--- config.mk ---
export PLATFORM = sky130hd
export DESIGN_NAME = sorted_priority_queue
export DESIGN_NICKNAME = d
export VERILOG_FILES = /design/src/rtl/core/spq_pkg.sv /design/src/rtl/core/spq_mem.sv /design/src/rtl/core/spq_ctrl.sv /design/src/rtl/core/spq_out.sv /design/src/rtl/core/sorted_priority_queue.sv
export SDC_FILE = /design/constraint.sdc
export NUM_CORES = 2
export LEC_CHECK = 0
export CORE_MARGIN = 3
export CORE_UTILIZATION = 47
export DETAILED_ROUTE_END_ITERATION = 10
export DONT_BUFFER_PORTS = 1
export GPL_TIMING_DRIVEN = 0
export MAX_ROUTING_LAYER = met4
export PLACE_DENSITY_LB_ADDON = 0.05
export SLEW_MARGIN = 20
export SYNTH_ARGS = -nofsm -noshare
export SYNTH_HDL_FRONTEND = slang
export SYNTH_SLANG_ARGS = --single-unit
--- constraint.sdc ---
create_clock -name i_clk -period 8.1 [get_ports i_clk]
set_input_delay 1.215 -clock i_clk [delete_from_list [all_inputs] [get_ports i_clk]]
set_output_delay 1.215 -clock i_clk [all_outputs]
set_load 0.01 [all_outputs]
--- src/rtl/core/spq_pkg.sv ---
package spq_pkg;

    // Default number of entries the queue holds.
    localparam int DEPTH_DEF = 16;

    // Width of element and priority values.
    localparam int DATA_W = 32;

    // Width of the reported entry count.
    localparam int COUNT_W = 5;

    // Input commands.
    typedef enum logic [1:0] {
        CMD_PUSH   = 2'd0,
        CMD_POP    = 2'd1,
        CMD_SEARCH = 2'd2
    } t_cmd;

    // Result status codes.
    typedef enum logic [1:0] {
        ST_OK    = 2'd0,
        ST_EMPTY = 2'd1,
        ST_FULL  = 2'd2
    } t_status;

    // One stored pair.
    typedef struct packed {
        logic signed [DATA_W-1:0] elem;
        logic signed [DATA_W-1:0] prio;
    } t_entry;

    // One result, handed from the engine to the output stage.
    typedef struct packed {
        t_status                  status;
        logic signed [DATA_W-1:0] popped_elem;
        logic signed [DATA_W-1:0] popped_prio;
        logic                     found;
        logic signed [DATA_W-1:0] top_elem;
        logic signed [DATA_W-1:0] top_prio;
        logic [COUNT_W-1:0]       count;
    } t_result;

    // True when priority p goes ahead of a held priority q under the given order.
    function automatic logic ranks(
        input logic                     mode,
        input logic signed [DATA_W-1:0] p,
        input logic signed [DATA_W-1:0] q
    );
        ranks = mode ? (q <= p) : (p <= q);
    endfunction

endpackage

--- src/rtl/core/spq_mem.sv ---
module spq_mem
    import spq_pkg::*;
#(
    parameter int DEPTH = DEPTH_DEF,
    localparam int AW = $clog2(DEPTH)
) (
    input  logic          i_clk,
    input  logic          i_we,
    input  logic [AW-1:0] i_waddr,
    input  t_entry        i_wdata,
    input  logic          i_re,
    input  logic [AW-1:0] i_raddr,
    output t_entry        o_rdata
);

    t_entry r_mem [DEPTH];
    t_entry r_rdata;

    // Write port.
    always_ff @(posedge i_clk) begin
        if (i_we) begin
            r_mem[i_waddr] <= i_wdata;
        end
    end

    // Read port with registered data.
    always_ff @(posedge i_clk) begin
        if (i_re) begin
            r_rdata <= r_mem[i_raddr];
        end
    end

    assign o_rdata = r_rdata;

endmodule

--- src/rtl/core/spq_ctrl.sv ---
module spq_ctrl
    import spq_pkg::*;
#(
    parameter int QUEUE_DEPTH = DEPTH_DEF,
    localparam int IW = $clog2(QUEUE_DEPTH),
    localparam int CW = $clog2(QUEUE_DEPTH + 1)
) (
    input  logic              i_clk,
    input  logic              i_rst_n,
    // Command channel
    input  logic              i_in_valid,
    output logic              o_in_stall,
    input  logic [1:0]        i_command,
    input  logic [DATA_W-1:0] i_elem_in,
    input  logic [DATA_W-1:0] i_prio_in,
    // Order register write
    input  logic              i_cfg_valid,
    input  logic              i_cfg_data,
    // Memory ports
    output logic              o_mem_we,
    output logic [IW-1:0]     o_mem_waddr,
    output t_entry            o_mem_wdata,
    output logic              o_mem_re,
    output logic [IW-1:0]     o_mem_raddr,
    input  t_entry            i_mem_rdata,
    // Result handoff
    output logic              o_res_valid,
    input  logic              i_res_take,
    output t_result           o_res
);

    typedef enum logic [3:0] {
        S_IDLE  = 4'b0001,
        S_SCAN  = 4'b0010,
        S_PLACE = 4'b0100,
        S_EMIT  = 4'b1000
    } t_state;

    t_state         r_state, n_state;
    t_cmd           r_cmd, n_cmd;
    t_entry         r_new, n_new;
    logic [IW-1:0]  r_idx, n_idx;
    logic [CW-1:0]  r_count, n_count;
    t_entry         r_top, n_top;
    logic           r_mode, n_mode;
    t_status        r_status, n_status;
    t_entry         r_pop, n_pop;
    logic           r_found, n_found;
    logic           r_to_front, n_to_front;

    t_entry         in_entry;
    logic [IW-1:0]  last_idx;
    logic           at_last;
    logic           push_up;

    assign in_entry = '{elem: i_elem_in, prio: i_prio_in};
    assign last_idx = IW'(r_count - CW'(1));
    assign at_last  = (CW'(r_idx) == (r_count - CW'(1)));

    // A push moves the word up when the new pair goes ahead of it. Once the pair
    // is known to go ahead of both the last and the first entry, it goes to the
    // serving end, so every word moves up even if the held entries are unsorted.
    assign push_up = ranks(r_mode, r_new.prio, i_mem_rdata.prio) || (r_to_front && !at_last);

    // Sequencer: each scan cycle uses the word read last cycle, writes one word
    // (push/pop) and issues the next read. Write and read addresses never meet.
    always_comb begin
        n_state     = r_state;
        n_cmd       = r_cmd;
        n_new       = r_new;
        n_idx       = r_idx;
        n_count     = r_count;
        n_top       = r_top;
        n_status    = r_status;
        n_pop       = r_pop;
        n_found     = r_found;
        n_to_front  = r_to_front;
        o_mem_we    = 1'b0;
        o_mem_waddr = '0;
        o_mem_wdata = r_new;
        o_mem_re    = 1'b0;
        o_mem_raddr = '0;

        case (r_state)
            S_IDLE: begin
                if (i_in_valid) begin
                    n_cmd    = t_cmd'(i_command);
                    n_new    = in_entry;
                    n_status = ST_OK;
                    n_pop    = '0;
                    n_found  = 1'b0;
                    n_state  = S_EMIT;
                    case (t_cmd'(i_command))
                        CMD_PUSH: begin
                            if (r_count == CW'(QUEUE_DEPTH)) begin
                                n_status = ST_FULL;
                            end else if (r_count == '0) begin
                                o_mem_we    = 1'b1;
                                o_mem_wdata = in_entry;
                                n_top       = in_entry;
                                n_count     = CW'(1);
                            end else begin
                                o_mem_re    = 1'b1;
                                o_mem_raddr = last_idx;
                                n_idx       = last_idx;
                                n_to_front  = ranks(r_mode, in_entry.prio, r_top.prio);
                                n_state     = S_SCAN;
                            end
                        end
                        CMD_POP: begin
                            if (r_count == '0) begin
                                n_status = ST_EMPTY;
                            end else begin
                                n_pop = r_top;
                                if (r_count == CW'(1)) begin
                                    n_count = '0;
                                end else begin
                                    o_mem_re    = 1'b1;
                                    o_mem_raddr = IW'(1);
                                    n_idx       = IW'(1);
                                    n_state     = S_SCAN;
                                end
                            end
                        end
                        CMD_SEARCH: begin
                            if (r_count != '0) begin
                                o_mem_re    = 1'b1;
                                o_mem_raddr = '0;
                                n_idx       = '0;
                                n_state     = S_SCAN;
                            end
                        end
                        default: begin
                            n_state = S_EMIT;
                        end
                    endcase
                end
            end

            S_SCAN: begin
                case (r_cmd)
                    CMD_PUSH: begin
                        // Move entries up while the new pair goes ahead of them.
                        o_mem_we    = 1'b1;
                        o_mem_waddr = r_idx + IW'(1);
                        if (push_up) begin
                            o_mem_wdata = i_mem_rdata;
                            if (r_idx == '0) begin
                                n_state = S_PLACE;
                            end else begin
                                o_mem_re    = 1'b1;
                                o_mem_raddr = r_idx - IW'(1);
                                n_idx       = r_idx - IW'(1);
                            end
                        end else begin
                            o_mem_wdata = r_new;
                            n_count     = r_count + CW'(1);
                            n_state     = S_EMIT;
                        end
                    end
                    CMD_POP: begin
                        // Move each entry one slot toward the serving end.
                        o_mem_we    = 1'b1;
                        o_mem_waddr = r_idx - IW'(1);
                        o_mem_wdata = i_mem_rdata;
                        if (r_idx == IW'(1)) begin
                            n_top = i_mem_rdata;
                        end
                        if (at_last) begin
                            n_count = r_count - CW'(1);
                            n_state = S_EMIT;
                        end else begin
                            o_mem_re    = 1'b1;
                            o_mem_raddr = r_idx + IW'(1);
                            n_idx       = r_idx + IW'(1);
                        end
                    end
                    CMD_SEARCH: begin
                        if (i_mem_rdata.elem == r_new.elem) begin
                            n_found = 1'b1;
                        end
                        if (at_last) begin
                            n_state = S_EMIT;
                        end else begin
                            o_mem_re    = 1'b1;
                            o_mem_raddr = r_idx + IW'(1);
                            n_idx       = r_idx + IW'(1);
                        end
                    end
                    default: begin
                        n_state = S_EMIT;
                    end
                endcase
            end

            S_PLACE: begin
                // The new pair goes to the serving end.
                o_mem_we    = 1'b1;
                o_mem_waddr = '0;
                o_mem_wdata = r_new;
                n_top       = r_new;
                n_count     = r_count + CW'(1);
                n_state     = S_EMIT;
            end

            S_EMIT: begin
                if (i_res_take) begin
                    n_state = S_IDLE;
                end
            end

            default: begin
                n_state = S_IDLE;
            end
        endcase
    end

    // Order register transfer.
    assign n_mode = i_cfg_valid ? i_cfg_data : r_mode;

    // Control state.
    always_ff @(posedge i_clk) begin
        if (!i_rst_n) begin
            r_state <= S_IDLE;
            r_count <= '0;
            r_mode  <= 1'b0;
        end else begin
            r_state <= n_state;
            r_count <= n_count;
            r_mode  <= n_mode;
        end
    end

    // Working payload.
    always_ff @(posedge i_clk) begin
        r_cmd      <= n_cmd;
        r_new      <= n_new;
        r_idx      <= n_idx;
        r_top      <= n_top;
        r_status   <= n_status;
        r_pop      <= n_pop;
        r_found    <= n_found;
        r_to_front <= n_to_front;
    end

    assign o_in_stall = (r_state != S_IDLE);
    assign o_res_valid = (r_state == S_EMIT);

    // Result assembly; the top pair reads as zero when the queue is empty.
    always_comb begin
        o_res.status      = r_status;
        o_res.popped_elem = r_pop.elem;
        o_res.popped_prio = r_pop.prio;
        o_res.found       = r_found;
        o_res.top_elem    = (r_count != '0) ? r_top.elem : '0;
        o_res.top_prio    = (r_count != '0) ? r_top.prio : '0;
        o_res.count       = COUNT_W'(r_count);
    end

`ifndef ASSERT_OFF
    a_count_bound: assert property (@(posedge i_clk) disable iff (!i_rst_n)
        r_count <= CW'(QUEUE_DEPTH))
        else $error("entry count exceeds the queue depth");

    a_no_overlap: assert property (@(posedge i_clk) disable iff (!i_rst_n)
        (o_mem_we && o_mem_re) |-> (o_mem_waddr != o_mem_raddr))
        else $error("memory read and write hit the same entry");

    a_scan_idx: assert property (@(posedge i_clk) disable iff (!i_rst_n)
        (r_state == S_SCAN) |-> (CW'(r_idx) < r_count))
        else $error("scan index outside the held entries");

    a_full_flag: assert property (@(posedge i_clk) disable iff (!i_rst_n)
        (r_state == S_EMIT && r_status == ST_FULL) |-> (r_count == CW'(QUEUE_DEPTH)))
        else $error("full status reported on a queue that is not full");
`endif

endmodule

--- src/rtl/core/spq_out.sv ---
module spq_out
    import spq_pkg::*;
(
    input  logic              i_clk,
    input  logic              i_rst_n,
    // Result handoff
    input  logic              i_res_valid,
    output logic              o_res_take,
    input  t_result           i_res,
    // Result channel
    output logic              o_out_valid,
    input  logic              i_out_stall,
    output logic [1:0]        o_status,
    output logic [DATA_W-1:0] o_popped_elem,
    output logic [DATA_W-1:0] o_popped_prio,
    output logic              o_found,
    output logic [DATA_W-1:0] o_top_elem,
    output logic [DATA_W-1:0] o_top_prio,
    output logic [COUNT_W-1:0] o_count
);

    logic    r_valid;
    t_result r_res;

    // The register takes a new result when empty or when its result leaves.
    assign o_res_take = !r_valid || !i_out_stall;

    always_ff @(posedge i_clk) begin
        if (!i_rst_n) begin
            r_valid <= 1'b0;
        end else if (o_res_take) begin
            r_valid <= i_res_valid;
        end
    end

    always_ff @(posedge i_clk) begin
        if (o_res_take && i_res_valid) begin
            r_res <= i_res;
        end
    end

    assign o_out_valid   = r_valid;
    assign o_status      = r_res.status;
    assign o_popped_elem = r_res.popped_elem;
    assign o_popped_prio = r_res.popped_prio;
    assign o_found       = r_res.found;
    assign o_top_elem    = r_res.top_elem;
    assign o_top_prio    = r_res.top_prio;
    assign o_count       = r_res.count;

endmodule

--- src/rtl/core/sorted_priority_queue.sv ---
// Sorted priority queue of (element, priority) pairs.
// Commands arrive on the input channel (i_in_valid, o_in_stall): push, pop or
// search, with an element and a priority. Each command gives one result on the
// output channel (o_out_valid, i_out_stall): status, popped pair, search flag,
// the pair served next and the entry count after the command.
// The order register (i_cfg_valid, o_cfg_ready, i_cfg_data) picks lowest-first
// (0) or highest-first (1); write it only while no command is in flight.
// The entries live in one memory with a registered read; a command walks
// it one entry per cycle: a search reads all, a pop shifts the rest and a
// push moves entries from the far end until its slot. A push into an empty
// queue, full/empty errors and unused commands skip the walk. A new command
// is taken the cycle after the result enters the output register, so the
// memory walk sets the rate while the receiver does not stall.
// Reset empties the queue and selects lowest-first; no clearing pass is needed.
// While the receiver stalls, the output register holds its result; one more
// command can complete behind it, after which the input channel stalls.
module sorted_priority_queue
    import spq_pkg::*;
#(
    parameter int QUEUE_DEPTH = DEPTH_DEF
) (
    input  logic               i_clk,
    input  logic               i_rst_n,
    // Command channel
    input  logic               i_in_valid,
    output logic               o_in_stall,
    input  logic [1:0]         i_command,
    input  logic [DATA_W-1:0]  i_elem_in,
    input  logic [DATA_W-1:0]  i_prio_in,
    // Order register
    input  logic               i_cfg_valid,
    output logic               o_cfg_ready,
    input  logic               i_cfg_data,
    // Result channel
    output logic               o_out_valid,
    input  logic               i_out_stall,
    output logic [1:0]         o_status,
    output logic [DATA_W-1:0]  o_popped_elem,
    output logic [DATA_W-1:0]  o_popped_prio,
    output logic               o_found,
    output logic [DATA_W-1:0]  o_top_elem,
    output logic [DATA_W-1:0]  o_top_prio,
    output logic [COUNT_W-1:0] o_count
);

    localparam int IW = $clog2(QUEUE_DEPTH);

    logic          mem_we;
    logic [IW-1:0] mem_waddr;
    t_entry        mem_wdata;
    logic          mem_re;
    logic [IW-1:0] mem_raddr;
    t_entry        mem_rdata;
    logic          res_valid;
    logic          res_take;
    t_result       res;

    // The order register accepts a write in any cycle.
    assign o_cfg_ready = 1'b1;

    spq_mem #(
        .DEPTH (QUEUE_DEPTH)
    ) u_mem (
        .i_clk   (i_clk),
        .i_we    (mem_we),
        .i_waddr (mem_waddr),
        .i_wdata (mem_wdata),
        .i_re    (mem_re),
        .i_raddr (mem_raddr),
        .o_rdata (mem_rdata)
    );

    spq_ctrl #(
        .QUEUE_DEPTH (QUEUE_DEPTH)
    ) u_ctrl (
        .i_clk       (i_clk),
        .i_rst_n     (i_rst_n),
        .i_in_valid  (i_in_valid),
        .o_in_stall  (o_in_stall),
        .i_command   (i_command),
        .i_elem_in   (i_elem_in),
        .i_prio_in   (i_prio_in),
        .i_cfg_valid (i_cfg_valid),
        .i_cfg_data  (i_cfg_data),
        .o_mem_we    (mem_we),
        .o_mem_waddr (mem_waddr),
        .o_mem_wdata (mem_wdata),
        .o_mem_re    (mem_re),
        .o_mem_raddr (mem_raddr),
        .i_mem_rdata (mem_rdata),
        .o_res_valid (res_valid),
        .i_res_take  (res_take),
        .o_res       (res)
    );

    spq_out u_out (
        .i_clk         (i_clk),
        .i_rst_n       (i_rst_n),
        .i_res_valid   (res_valid),
        .o_res_take    (res_take),
        .i_res         (res),
        .o_out_valid   (o_out_valid),
        .i_out_stall   (i_out_stall),
        .o_status      (o_status),
        .o_popped_elem (o_popped_elem),
        .o_popped_prio (o_popped_prio),
        .o_found       (o_found),
        .o_top_elem    (o_top_elem),
        .o_top_prio    (o_top_prio),
        .o_count       (o_count)
    );

endmodule

==> results.py <==
metrics = {
    "worst_hold_path": {
        "hp-class": "reg -> reg",
        "holdPathEnd": "u_out.o_found",
        "min_delay_path_depth": 0,
        "hold_path.startpoint": "u_ctrl.r_found",
    },
    "worst_setup_path": {
        "worstPathRequired_ps": 8570,
        "crit_chain": "ha_1 > nand4_1 > and4bb_2 > and2_1 > a21oi_4 > o31ai_1 > a21oi_2 > nand2_1 > clkbuf_1 > o32ai_1 > or4_1",
        "worstReg2RegStart": "u_mem.o_rdata[30]",
        "cp_max_fo": 10,
        "critPathLaunchType": "flop",
        "r2r_slack_ps": 2610,
        "end_kind": "flop",
        "worst-setup-path-type": "reg -> reg",
        "max_stage_delay_ps": 820,
        "rr_endpoint": "u_mem.o_rdata[3]",
        "reg2reg_depth": 11,
        "critical_path_arrival_ps": 5960,
        "critical_path.startpoint": "u_mem.o_rdata[30]",
        "critPathSlowestCell": "o31ai_1",
    },
    "layout": {
        "fin_util_pct": 55.03,
        "drive_gt1_share_pct": 13.69,
        "final_nets": 4418,
        "synthToLayoutAreaGrowth_pct": 15.37,
    },
    "clock_tree": {
        "cts_sinks": 1437,
        "cts_tree": "yes",
        "ctsHoldBuffers": 0,
        "cts_buffers": 152,
        "cts.clk_slew.worst_paths_ps": 60,
        "cts_buffer_depth": 3,
        "insertion_delay_ps": 790,
        "cts-root-buf": "clkbuf_16",
        "post_cts_resized": 0,
        "htree_levels": 4,
        "cts_setup_buffers": 0,
    },
    "power_and_ir_drop": {
        "clock_power_share_pct": 36.4,
        "powerDensity_nw_per_um2": 262.7,
        "p_sw_w": 0.004640,
        "p_sw_share_pct": 25.73,
        "ir_drop_mv": 0.1639,
        "combPwrFrac_pct": 12.7,
        "leakagePower_nw": 24.78,
        "intPower_w": 0.01340,
        "p_seq_share_pct": 50.9,
    },
    "synthesis": {
        "synthArstFlopShare_pct": 0,
        "synth-edff-count": 1426,
        "synth_area_sq_um": 59510,
        "synth_flop_cell": "edfxtp_1",
        "syn_nets": 4151,
        "netlist-cell-type-count": 86,
        "synth-seq-area-share_pct": 72.33,
        "syn-instance-count": 4000,
        "synth_area_per_cell_sq_um": 14.88,
        "ys_ff_latch": 1437,
        "ys_top_cells_by_area": "edfxtp_1 (72%), mux2i_1 (3.7%), nand2_1 (3.1%)",
        "yosys_warnings": 0,
        "synth_area_leader_cell": "edfxtp_1",
        "synth_top_area_share_pct": 71.96,
    },
    "sta": {
        "hold_viol_final": 0,
        "setup_violations": 0,
        "fmax_ghz": 0.1822,
        "final_max_slew_viol_count": 0,
        "whs_ps": 414.3,
        "fin_crit_sh_pct": 67.77,
        "relSlewSlack_pct": 21.87,
        "rsz0062_at_grt": "no",
        "min_period_ps": 5490,
        "worst_pin_slew_ps": 1172,
        "clock_skew_ps": 28.35,
    },
    "global_routing": {
        "grt_pass1_wl_mm": 251.9,
        "grt_max_degree": 70,
        "globalRouteMet2Util_pct": 43.22,
        "grt_overflow": 0,
        "use_met3_pct": 4.668,
        "first_global_vias": 35520,
        "grt_antenna_before_repair": 10,
        "met1_usage_pct": 36.52,
        "grt-busiest-layer": "met2",
        "grtUsageTotal_pct": 27.38,
    },
    "floorplanning": {
        "row_count": 129,
        "start_util_pct": 47.70,
        "die_h_um": 361.8,
        "coreArea_sq_um": 124800,
        "die_w_um": 361.8,
        "design.die.area_sq_um": 130900,
        "io_pins": 211,
    },
    "place": {
        "gp_congestion": 0.8785,
        "port_buffers": 0,
        "post-dp-hpwl_mm": 122.9,
    },
    "route": {
        "vias_per_cell": 5.987,
        "num_vias": 36110,
        "wl_per_cell_um": 28.91,
        "drt_iter0_markers": 4038,
        "drt_wl_total_mm": 174.4,
        "final_antenna_net_count": 0,
        "drc": 0,
        "firstDrtPassIters": 6,
    },
    "run_status": {
        "status": "finished, final reports clean",
    },
    "run": {
        "drv_cap": 0,
    },
}
==> worst max-delay path: cells and delay by family (launching register included) <==
kind | cells | cell delay, ps
DFF | 1 | 540
and+or+nand+nor | 5 | 2180
adders and majority gates | 1 | 390
AOI/OAI and AO/OA | 4 | 1410
buffers and inverters | 1 | 630
==> how the worst max path moves through the flow <==
stage | cells past startpoint | to | slack [ps]
floorplan | 5 | u_ctrl.r_top[0] | 1000
global placement | 7 | u_mem.o_rdata[23] | -4340
detailed placement | 11 | u_mem.o_rdata[29] | 2610
CTS | 12 | u_mem.o_rdata[29] | 2660
global route | 12 | u_mem.o_rdata[29] | 2400
finish | 11 | u_mem.o_rdata[3] | 2610
==> per-stage QoR <==
stage          power, W  setup WS (ps)  cell area [sq um]  setup TNS [ps]  cells
5_1_grt         0.01867           2396              68650               0   6028
4_1_cts         0.01814           2658              68630               0   6021
3_3_place_gp    0.01145          -4340              61560        -1609150   5637
6_report        0.01804           2611              68660               0   6031
3_5_place_dp    0.01162           2606              64030               0   5750
2_1_floorplan   0.01053          995.2              59510               0   4000
==> metal layers <==
metal  vias to the layer above  routed length, um
met5                         -                  0
met4                         0               5364
met3                       287              12750
met2                      1401              83300
met1                     18350              72960
li1                      16070                  -
==> cell usage in the layout (no fill, tap or decap), drive strengths merged, types with 7 or more instances in the layout <==
cell and count:
a21oi 365, nor3 14, o22a 45, dfxtp 11, or3 7, nand2 486
o22ai 39, xor2 12, xnor2 36, a211oi 48, o21ai 89, o221ai 46
and3 37, nand4 22, mux2i 221, clkbuf 349, clkinv 55, edfxtp 1426
a211o 46, or4 19, buf 218, a21o 69, a31oi 7, a22o 34
mux2 66, and2 38, inv 88, a22oi 192, diode 10, nand3 14
ha 79, nor2 112
==> area by class of cell <==
class                   count  area [sq um]
well taps                1637          2048
fillers                 10040         56110
clock inverters            70         506.7
diodes                     10         25.02
repair buffers            113          2076
inverters                  80         307.8
multi-input cells        2230         15420
flip-flops and latches   1437         43040
plain buffers             253          1140
clock buffers             201          4094
==> cells in the mapped netlist, drive strengths merged (69+ instances only) <==
master	number
ha	79
inv	80
a22oi	192
a21o	69
nand2	486
a21oi	365
mux2i	221
o21ai	89
edfxtp	1426
clkbuf	148
buf	105
nor2	112
==> power by group through the flow <==
stage / logic, W / registers [W] / clock network [W]
after floorplan: 0.00119 / 0.00934 / 0
after detailed placement: 0.00229 / 0.00933 / 0
after CTS: 0.00230 / 0.00918 / 0.00667
after global routing: 0.00249 / 0.00921 / 0.00697
final: 0.00230 / 0.00918 / 0.00656
after global placement: 0.00199 / 0.00946 / 0
==> logic make-up after synthesis <==
family / synth area share, %
buffers and inverters: 2.409
XOR/XNOR: 0.7842
other: 0.006301
flip-flops: 72.33
adder cells (fa/ha/maj): 1.661
multiplexers: 4.966
AND/OR/NAND/NOR: 5.845
AO/OA/AOI/OAI: 12.00
==> flip-flops by register name, summed over array words and instances (netlist names), 4 cells and up <==
register,flops
u_ctrl.o_res,64
u_out.o_top_elem,32
u_ctrl.r_new,64
u_ctrl.r_count,5
u_mem.r_mem,1024
u_mem.o_rdata,64
u_out.o_count,5
u_out.o_top_prio,32
u_ctrl.r_idx,4
u_out.o_popped_prio,32
u_ctrl.r_top,64
u_out.o_popped_elem,32
u_ctrl.r_state,4
Note: power is estimated with default switching activity, not from simulation.
